<file path="config.mk">
export PLATFORM = sky130hd
export DESIGN_NAME = parallel_port_adapter_with_handshake
export DESIGN_NICKNAME = d
export VERILOG_FILES = /design/src/sv/ppa_pkg.sv /design/src/sv/ppa_port.sv /design/src/sv/parallel_port_adapter_with_handshake.sv
export SDC_FILE = /design/constraint.sdc
export NUM_CORES = 1
export LEC_CHECK = 0
export ABC_AREA = 0
export BUFFER_PORTS_ARGS = -buffer_cell sky130_fd_sc_hd__buf_2
export CORE_MARGIN = 4
export CORE_UTILIZATION = 55
export DETAILED_ROUTE_END_ITERATION = 6
export GPL_ROUTABILITY_DRIVEN = 0
export GPL_TIMING_DRIVEN = 0
export PLACE_DENSITY = 0.89
export SLEW_MARGIN = 40
export SYNTH_ARGS = -nofsm -noshare
export SYNTH_HDL_FRONTEND = slang
export SYNTH_SLANG_ARGS = --single-unit
</file>
<file path="constraint.sdc">
create_clock -name clock -period 3.7 [get_ports clock]
set_input_delay 0.185 -clock clock [delete_from_list [all_inputs] [get_ports clock]]
set_output_delay 0.185 -clock clock [all_outputs]
set_load 0.02 [all_outputs]
</file>
<file path="src/sv/ppa_pkg.sv">
// Shared types and constants for the parallel port adapter.
package ppa_pkg;

   localparam int unsigned CTL_W = 6;

   localparam logic [1:0] CMD_READ  = 2'd0;
   localparam logic [1:0] CMD_WRITE = 2'd1;
   localparam logic [1:0] CMD_PINS  = 2'd2;

   localparam logic [1:0] SEL_PORT_A = 2'd0;
   localparam logic [1:0] SEL_CTL_A  = 2'd1;
   localparam logic [1:0] SEL_PORT_B = 2'd2;
   localparam logic [1:0] SEL_CTL_B  = 2'd3;

   // control register bit positions
   localparam int unsigned CTL_C1_EN   = 0;
   localparam int unsigned CTL_C1_RISE = 1;
   localparam int unsigned CTL_DATA    = 2;
   localparam int unsigned CTL_C2_EN   = 3;
   localparam int unsigned CTL_C2_RISE = 4;
   localparam int unsigned CTL_C2_OUT  = 5;

   // C2 output modes, control bits 5..3
   localparam logic [2:0] C2_STROBE = 3'b100;
   localparam logic [2:0] C2_LOW    = 3'b110;
   localparam logic [2:0] C2_HIGH   = 3'b111;
   localparam logic [1:0] C2_STROBE_ANY = 2'b10;

   typedef struct packed {
      logic [1:0] command;
      logic [1:0] reg_select;
      logic [7:0] write_data;
      logic [7:0] port_a_pins;
      logic [7:0] port_b_pins;
      logic       ca1_level;
      logic       cb1_level;
      logic       ca2_level;
      logic       cb2_level;
   } req_type;

   typedef struct packed {
      logic [7:0] read_data;
      logic [7:0] port_a_latch;
      logic [7:0] port_a_direction;
      logic [7:0] port_b_latch;
      logic [7:0] port_b_direction;
      logic       ca2_drive;
      logic       cb2_drive;
      logic       irq_a_line;
      logic       irq_b_line;
   } rsp_type;

   typedef struct packed {
      logic rd_data;
      logic rd_ctl;
      logic wr_data;
      logic wr_ctl;
      logic pin_update;
      logic strobe;
   } port_op_type;

   typedef struct packed {
      logic [7:0] read_data;
      logic [7:0] latch;
      logic [7:0] dir;
      logic       c2_drive;
      logic       irq;
   } port_out_type;

endpackage

</file>
<file path="src/sv/ppa_port.sv">
// One port: latch, direction, control, C1/C2 edge flags and C2 drive.
module ppa_port (
   input  logic                 clock,
   input  logic                 reset,
   input  logic                 step,
   input  ppa_pkg::port_op_type op,
   input  logic [7:0]           write_data,
   input  logic [7:0]           pins,
   input  logic                 l1,
   input  logic                 l2,
   output ppa_pkg::port_out_type res
);
   import ppa_pkg::*;

   logic [7:0]       latch_ff, latch_in;
   logic [7:0]       dir_ff, dir_in;
   logic [CTL_W-1:0] ctl_ff, ctl_in;
   logic             drive_ff, drive_in;
   logic             prev1_ff, prev1_in;
   logic             prev2_ff, prev2_in;
   logic             flag1_ff, flag1_in;
   logic             flag2_ff, flag2_in;

   logic sel_latch, edge1, edge2, clear_flags;
   logic [7:0] rd;

   assign sel_latch   = ctl_ff[CTL_DATA];
   assign edge1       = (prev1_ff != l1) && (l1 == ctl_ff[CTL_C1_RISE]);
   assign edge2       = (prev2_ff != l2) && !ctl_ff[CTL_C2_OUT]
                        && (l2 == ctl_ff[CTL_C2_RISE]);
   assign clear_flags = op.rd_data && sel_latch;

   always_comb begin
      rd = 8'd0;
      if (op.rd_data) begin
         rd = sel_latch ? ((pins & ~dir_ff) | (latch_ff & dir_ff)) : dir_ff;
      end else if (op.rd_ctl) begin
         rd = {flag1_ff, flag2_ff & ~ctl_ff[CTL_C2_OUT], ctl_ff};
      end
   end

   always_comb begin
      latch_in = latch_ff;
      dir_in   = dir_ff;
      ctl_in   = ctl_ff;
      drive_in = drive_ff;
      prev1_in = prev1_ff;
      prev2_in = prev2_ff;
      flag1_in = flag1_ff;
      flag2_in = flag2_ff;
      if (op.wr_data) begin
         if (sel_latch) latch_in = write_data;
         else dir_in = write_data;
      end
      if (op.wr_ctl) begin
         ctl_in = write_data[CTL_W-1:0];
         if (write_data[5:3] == C2_HIGH) drive_in = 1'b1;
         else if (write_data[5:3] == C2_LOW) drive_in = 1'b0;
      end
      if (op.strobe && sel_latch && (ctl_ff[5:4] == C2_STROBE_ANY)) begin
         drive_in = ctl_ff[CTL_C2_EN];
      end
      if (clear_flags) begin
         flag1_in = 1'b0;
         flag2_in = 1'b0;
      end
      if (op.pin_update) begin
         prev1_in = l1;
         prev2_in = l2;
         if (edge1) begin
            flag1_in = 1'b1;
            if (ctl_ff[5:3] == C2_STROBE) drive_in = 1'b1;
         end
         if (edge2) flag2_in = 1'b1;
      end
   end

   always_ff @(posedge clock) begin
      if (reset) begin
         latch_ff <= '0;
         dir_ff   <= '0;
         ctl_ff   <= '0;
         drive_ff <= 1'b0;
         prev1_ff <= 1'b0;
         prev2_ff <= 1'b0;
         flag1_ff <= 1'b0;
         flag2_ff <= 1'b0;
      end else if (step) begin
         latch_ff <= latch_in;
         dir_ff   <= dir_in;
         ctl_ff   <= ctl_in;
         drive_ff <= drive_in;
         prev1_ff <= prev1_in;
         prev2_ff <= prev2_in;
         flag1_ff <= flag1_in;
         flag2_ff <= flag2_in;
      end
   end

   always_comb begin
      res.read_data = rd;
      res.latch     = latch_in;
      res.dir       = dir_in;
      res.c2_drive  = drive_in;
      res.irq       = (flag1_in && ctl_in[CTL_C1_EN])
                      || (flag2_in && !ctl_in[CTL_C2_OUT] && ctl_in[CTL_C2_EN]);
   end

   a_read_clears: assert property (@(posedge clock) disable iff (reset)
      step && clear_flags |=> !flag1_ff && !flag2_ff)
      else $error("data read did not clear flags");

   a_levels_hold: assert property (@(posedge clock) disable iff (reset)
      !(step && op.pin_update) |=> $stable(prev1_ff) && $stable(prev2_ff))
      else $error("line levels changed without pin update");

   a_ctl_only_on_write: assert property (@(posedge clock) disable iff (reset)
      !(step && op.wr_ctl) |=> $stable(ctl_ff))
      else $error("control changed without control write");

endmodule

</file>
<file path="src/sv/parallel_port_adapter_with_handshake.sv">
// Top level: request register, two port units, result register.
// The result is registered; a request moves on once the result register is empty or not stalled.
// Throughput: one request per cycle while the result side is not stalled.
// Port state updates when a request moves from the input register to the result register.
// Reset (synchronous, active high) clears all port registers and both valid flags.
module parallel_port_adapter_with_handshake (
   input  logic             clock,
   input  logic             reset,
   input  logic             req_valid,
   output logic             req_stall,
   input  ppa_pkg::req_type req_payload,
   output logic             rsp_valid,
   input  logic             rsp_stall,
   output ppa_pkg::rsp_type rsp_payload
);
   import ppa_pkg::*;

   logic    s1_vld_ff, s1_vld_in;
   req_type s1_ff;
   logic    rsp_vld_ff, rsp_vld_in;
   rsp_type rsp_ff, rsp_in;
   logic    advance, step;

   port_op_type  op_a, op_b;
   port_out_type out_a, out_b;
   logic is_read, is_write;

   assign advance   = !rsp_vld_ff || !rsp_stall;
   assign step      = s1_vld_ff && advance;
   assign req_stall = s1_vld_ff && !advance;
   assign s1_vld_in = req_stall ? s1_vld_ff : req_valid;
   assign rsp_vld_in = advance ? s1_vld_ff : rsp_vld_ff;

   assign is_read  = (s1_ff.command == CMD_READ);
   assign is_write = (s1_ff.command == CMD_WRITE);

   always_comb begin
      op_a.rd_data    = is_read  && (s1_ff.reg_select == SEL_PORT_A);
      op_a.rd_ctl     = is_read  && (s1_ff.reg_select == SEL_CTL_A);
      op_a.wr_data    = is_write && (s1_ff.reg_select == SEL_PORT_A);
      op_a.wr_ctl     = is_write && (s1_ff.reg_select == SEL_CTL_A);
      op_a.pin_update = (s1_ff.command == CMD_PINS);
      op_a.strobe     = op_a.rd_data;
      op_b.rd_data    = is_read  && (s1_ff.reg_select == SEL_PORT_B);
      op_b.rd_ctl     = is_read  && (s1_ff.reg_select == SEL_CTL_B);
      op_b.wr_data    = is_write && (s1_ff.reg_select == SEL_PORT_B);
      op_b.wr_ctl     = is_write && (s1_ff.reg_select == SEL_CTL_B);
      op_b.pin_update = (s1_ff.command == CMD_PINS);
      op_b.strobe     = op_b.wr_data;
   end

   ppa_port u_port_a (
      .clock      (clock),
      .reset      (reset),
      .step       (step),
      .op         (op_a),
      .write_data (s1_ff.write_data),
      .pins       (s1_ff.port_a_pins),
      .l1         (s1_ff.ca1_level),
      .l2         (s1_ff.ca2_level),
      .res        (out_a)
   );

   ppa_port u_port_b (
      .clock      (clock),
      .reset      (reset),
      .step       (step),
      .op         (op_b),
      .write_data (s1_ff.write_data),
      .pins       (s1_ff.port_b_pins),
      .l1         (s1_ff.cb1_level),
      .l2         (s1_ff.cb2_level),
      .res        (out_b)
   );

   always_comb begin
      rsp_in.read_data        = out_a.read_data | out_b.read_data;
      rsp_in.port_a_latch     = out_a.latch;
      rsp_in.port_a_direction = out_a.dir;
      rsp_in.port_b_latch     = out_b.latch;
      rsp_in.port_b_direction = out_b.dir;
      rsp_in.ca2_drive        = out_a.c2_drive;
      rsp_in.cb2_drive        = out_b.c2_drive;
      rsp_in.irq_a_line       = out_a.irq;
      rsp_in.irq_b_line       = out_b.irq;
   end

   always_ff @(posedge clock) begin
      if (reset) begin
         s1_vld_ff  <= 1'b0;
         rsp_vld_ff <= 1'b0;
      end else begin
         s1_vld_ff  <= s1_vld_in;
         rsp_vld_ff <= rsp_vld_in;
      end
   end

   always_ff @(posedge clock) begin
      if (!req_stall) s1_ff <= req_payload;
      if (step) rsp_ff <= rsp_in;
   end

   assign rsp_valid   = rsp_vld_ff;
   assign rsp_payload = rsp_ff;

   a_stall_needs_item: assert property (@(posedge clock) disable iff (reset)
      req_stall |-> s1_vld_ff && rsp_vld_ff)
      else $error("request stalled with empty pipeline");

   a_held_item: assert property (@(posedge clock) disable iff (reset)
      s1_vld_ff && !advance |=> s1_vld_ff && $stable(s1_ff))
      else $error("pending request lost");

   a_zero_read_data: assert property (@(posedge clock) disable iff (reset)
      step && !is_read |=> rsp_ff.read_data == 8'd0)
      else $error("read data set on non-read request");

endmodule

</file>
Yosys cells after proc, flatten, opt, wreduce, memory -nomap -nowiden
Cells that the tools add are included.

cells by class
  reductions and logical operators = 42
  eq/ne operators = 19
  muxes and demuxes = 42
  bitwise operators = 13

operator list
  operator                                       count
  two-way mux 8 bit                              14
  AND 8 bit                                      4
  logical AND 1 bit                              27
  two-way mux 1 bit                              26
  bitwise OR 8 bit                               3
  NOT 8 bit                                      2
  == test 3 bit, second input constant           4
  two-way mux 6 bit                              2
  == test 2 bit, second input constant           5
  zero test 1 bit                                7
  AND reduction 2 bit                            3
  == test 1 bit                                  4
  == test 2 x 1 -> 1 bit, second input constant  2
  zero test 2 bit                                2
  != test 1 bit                                  4
  logical OR 1 bit                               3
  AND 1 bit                                      2
  NOT 1 bit                                      2

word-level totals
  output and inout port bits = 46
  bits in registers = 132
  input bits = 36
  word-level logic and storage cells = 154

Logic depth before layout (Yosys ltp)
  depth after elaboration = 9
  gate-level depth with buffers = 6
  gate-level depth less buffers = 5

By module
From an unflattened synthesis, not the netlist that was laid out.

unflattened totals
  cells, all modules = 494
  area total of the unflattened synthesis = 5,652.9 um2

modules (own cells, without submodules)
  module                                area each (um2)  seq. area each (um2)  cells an instance  times used
  ppa_port                              1,586.5          540.5                 194                2
  parallel_port_adapter_with_handshake  2,479.9          2,322.2               106                1

Worst setup path after synthesis
OpenSTA, ideal clock, no wires.

  kind = register to register
  start = register rsp_vld_ff (netlist: rsp_valid)
  end = register rsp_ff (netlist bit rsp_payload[0]) (enable)
  setup slack = 1,099 ps
  required time = 3,275 ps
  buffers on the path = 1
  cell stages (with the launch flop) = 4
  clock period less this slack = 2,601 ps
  arrival time = 2,175 ps
  setup time = 425 ps
  cells stage by stage = dfxtp_1 > a21bo_2 > inv_1 > buf_1

on the way
  word-level cells in the longest chain between the ends = 3

RTL lines
  what                    RTL line                                     RTL
  start, declared         parallel_port_adapter_with_handshake.sv:20   logic rsp_vld_ff, rsp_vld_in;
  start signal, assigned  parallel_port_adapter_with_handshake.sv:94   rsp_vld_ff <= rsp_vld_in;
  zero test 1 bit         parallel_port_adapter_with_handshake.sv:28   assign advance = !rsp_vld_ff || !rsp_stall;
  logical OR 1 bit        parallel_port_adapter_with_handshake.sv:28
  logical AND 1 bit       parallel_port_adapter_with_handshake.sv:29   assign step = s1_vld_ff && advance;
  named net step          parallel_port_adapter_with_handshake.sv:22   logic advance, step;
  end signal, assigned    parallel_port_adapter_with_handshake.sv:100  if (step) rsp_ff <= rsp_in;
  end, declared           parallel_port_adapter_with_handshake.sv:21   rsp_type rsp_ff, rsp_in;

The timed path passes the listed nets, and every way through them passes these cells.
A chain may end at the register's enable or synchronous reset.

==> summary.json <==
{
  "synthDominantCellAreaShare": {"value": 0.406},
  "synth_xor_xnor_area_share": {"value": 0},
  "die-width": {"value": 109, "unit": "um"},
  "finish.cell_count_without_fillers": {"value": 747},
  "drcViolationCount": {"value": 0},
  "synth_area_leader_cell": {"value": "edfxtp_1"},
  "grt_max_degree": {"value": 34},
  "pin_count": {"value": 82},
  "area_growth_syn_to_fin": {"value": 26.8, "unit": "%"},
  "unique_masters_post_synth": {"value": 47},
  "worst_hold_path_type": {"value": "input pin to register"},
  "placed_cells_incl_taps": {"value": 681},
  "chipHeight": {"value": 109, "unit": "um"},
  "clkLatencyLatePin": {"value": 0.54, "unit": "ns"},
  "critPathKind": {"value": "register to register"},
  "avg_synthesized_cell_area": {"value": 12.1, "unit": "um2"},
  "global_route_total_usage_across_every_layer": {"value": 0.250},
  "synth_compound_gate_area_share": {"value": 0.137},
  "skew": {"value": 0.0104, "unit": "ns"},
  "path_clk_slew": {"value": 0.06, "unit": "ns"},
  "first_pass_grt_wire_length": {"value": 22100, "unit": "um"},
  "power_density": {"value": 481, "unit": "nW/um2"},
  "synthesized_area": {"value": 5620, "unit": "um2"},
  "worst-endpoint-arrival": {"value": 2.37, "unit": "ns"},
  "final_antenna_net_count": {"value": 0},
  "synth.ff_latch_count": {"value": 132},
  "core_region_area": {"value": 9860, "unit": "um2"},
  "synth_nets": {"value": 502},
  "drt-vias-per-instance": {"value": 5.87},
  "max_slew_headroom": {"value": 0.563},
  "synth_simple_gate_area_share": {"value": 0.115},
  "synth_adder_area_share": {"value": 0},
  "synthTopCellsByCount": {"value": "edfxtp_1, dfxtp_1, nand2_1"},
  "total_number_of_clock_tree_sinks": {"value": 132},
  "hold_viol_final": {"value": 0},
  "n_antenna_cell": {"value": 0},
  "vdd_drop_max": {"value": 0.000317, "unit": "V"},
  "synth-async-reset-ratio": {"value": 0},
  "report.final.setup_viol": {"value": 0},
  "grt_setup_unrepaired": {"value": "false"},
  "dp_hpwl": {"value": 9360, "unit": "um"},
  "post-layout-total-power": {"value": 3.42, "unit": "mW"},
  "synth.yosys.seq_area_share": {"value": 0.606},
  "cts_repair_resize_count": {"value": 0},
  "antenna_found_initial": {"value": 0},
  "drt_pre_antenna_iters": {"value": 6},
  "cts-htree-levels": {"value": 4},
  "cp-start-kind": {"value": "register"},
  "worst_slew_pin_slew": {"value": 0.656, "unit": "ns"},
  "final_layout_size_suffix_gt1_frac": {"value": 0.270},
  "post_cts.repair.setup_buffers": {"value": 0},
  "drt_iter0_drc": {"value": 455},
  "detail_route.wl_per_cell": {"value": 19.1, "unit": "um"},
  "synth.mux.area_fraction": {"value": 0.101},
  "detailed_place.area": {"value": 6240, "unit": "um2"},
  "synth.top_cells.by_area": {"value": "edfxtp_1, dfxtp_1, mux2_2"},
  "synth_most_common_cell": {"value": "edfxtp_1"},
  "max_freq": {"value": 476, "unit": "MHz"},
  "leakage": {"value": 2.92, "unit": "nW"},
  "layout.nets": {"value": 637},
  "setup-tns-final": {"value": 0, "unit": "ns"},
  "result_of_the_run": {"value": "finished, final reports clean"},
  "cts_tree": {"value": "done"},
  "buffer_ports.inserted": {"value": 80},
  "grt_remaining_overflow": {"value": 0},
  "final_design_area_no_fill": {"value": 7120, "unit": "um2"},
  "synth_top_family_by_area": {"value": "compound AO/OA/AOI/OAI gates"},
  "final_period_minus_worst_setup_slack": {"value": 2.10, "unit": "ns"},
  "num-fill-cells": {"value": 634},
  "yosysWarningCount": {"value": 0},
  "critPathRequiredTime": {"value": 3.97, "unit": "ns"},
  "synthesis.instances": {"value": 466},
  "rows": {"value": 36},
  "final_max_slew_viol_count": {"value": 0},
  "clockBufferDepth": {"value": 2},
  "synth_top_flop_cell": {"value": "edfxtp_1"},
  "worst_setup_path_end_kind": {"value": "register"},
  "ctsRootBufferMaster": {"value": "clkbuf_8"},
  "die_area": {"value": 11900, "unit": "um2"},
  "first_global_vias": {"value": 4261},
  "route.vias.total": {"value": 4384},
  "wirelength": {"value": 14200, "unit": "um"},
  "tritoncts.num_buffers": {"value": 17},
  "synth_enable_flop_cells": {"value": 76},
  "period_share": {"value": 0.568},
  "max_cap_viol_count": {"value": 0},
  "initial_utilization": {"value": 0.569},
  "crit_path_max_fanout": {"value": 10}
}
metrics by stage:
| stage | setup slack, ns | utilization | hold WS (ns) |
|---|---|---|---|
| after global placement | 0.421 | 0.627 | 0.363 |
| after detailed placement | 1.63 | 0.633 | 0.363 |
| final | 1.60 | 0.722 | 0.0546 |
| after CTS | 1.62 | 0.721 | 0.0188 |
| after global routing | 1.52 | 0.722 | 0.0604 |
| after floorplan | 1.10 | - | 0.284 |
layer usage:
layer  vias to the layer above  global-route usage  routed length, um
li1                       1997                   -                  -
met1                      2068               0.313               5670
met2                       260               0.405               6810
met3                        59              0.0568               1180
met4                         0               0.134                587
met5                         -                   0                  0
path summary, 6_finish.rpt:
check / to / from / cells after the start / slack [ns]
setup / recovery: rsp_payload[3]$_DFFE_PP_ / s1_ff[29]$_DFFE_PN_ / 5 / 1.60
hold / removal: u_port_b.ctl_ff[1]$_SDFFE_PP0P_ / reset / 2 / 0.05
setup reg to reg: rsp_payload[3]$_DFFE_PP_ / s1_ff[29]$_DFFE_PN_ / 5 / 1.60
hold reg to reg: u_port_a.prev2_ff$_SDFFE_PP0P_ / u_port_a.prev2_ff$_SDFFE_PP0P_ / 2 / 0.47
power breakdown:
part           internal, mW  switching, mW  total (mW)
logic                 0.118          0.159       0.278
registers              1.62         0.0374        1.66
clock network         0.845          0.643        1.49
total                  2.58          0.839        3.42
cell families (layout without fill, tap and decap cells):
kind of cell,Yosys count,after routing
buffers and inverters,52,200
AOI/OAI and AO/OA,117,117
muxes,50,50
DFF,132,132
and+or+nand+nor,115,115
critical path, stage by stage, from the launching register on:
cell,delay [ns]
edfxtp_1,0.37
buf_4,0.19
nor4_4,0.61
nand2_1,0.25
o221ai_1,0.31
nand2_1,0.11
placed cells by master, fill, tap and decap left out, types with 6 or more instances in the layout:
cell type	Yosys	final
a31oi_1	20	20
edfxtp_1	76	76
dfxtp_1	56	56
nor2_1	20	20
nand2b_1	12	12
mux2i_1	20	20
a22oi_1	16	16
nand3_1	14	13
buf_2	3	84
nand2_1	43	43
o21ai_0	12	12
a21oi_1	39	39
mux2_2	22	22
inv_1	21	21
clkinvlp_4	0	6
mux2_4	8	8
o211a_1	16	16
clkbuf_1	20	21
dlygate4sd3_1	0	34
clkbuf_16	0	16
flip-flops by register name, indices dropped and copies added, names as in the netlist:
signal / flops
u_port_a.latch_ff: 8
u_port_b.flag2_ff: 1
u_port_b.dir_ff: 8
s1_vld_ff: 1
rsp_payload: 44
u_port_a.prev1_ff: 1
u_port_b.prev1_ff: 1
rsp_valid: 1
u_port_a.flag1_ff: 1
u_port_a.drive_ff: 1
u_port_b.drive_ff: 1
u_port_b.ctl_ff: 6
u_port_a.ctl_ff: 6
u_port_b.flag1_ff: 1
s1_ff: 32
u_port_a.dir_ff: 8
u_port_a.flag2_ff: 1
u_port_b.prev2_ff: 1
u_port_a.prev2_ff: 1
u_port_b.latch_ff: 8
repair_timing:
action,in CTS,in global routing
hold buffers,34,0
setup endpoints to repair,0,0
hold endpoints to repair,34,0
layout make-up:
cell class              instances  area [um2]  share of cell area
well taps                     133         166              0.0234
repair buffers                116         783               0.110
multi-input cells             282        2010               0.282
clock inverters                13        98.8              0.0139
clock buffers                  19         432              0.0606
inverters                      21        78.8              0.0111
flip-flops and latches        132        3400               0.478
plain buffers                  31         151              0.0213
No activity file was read; power rests on OpenSTA's default activity.
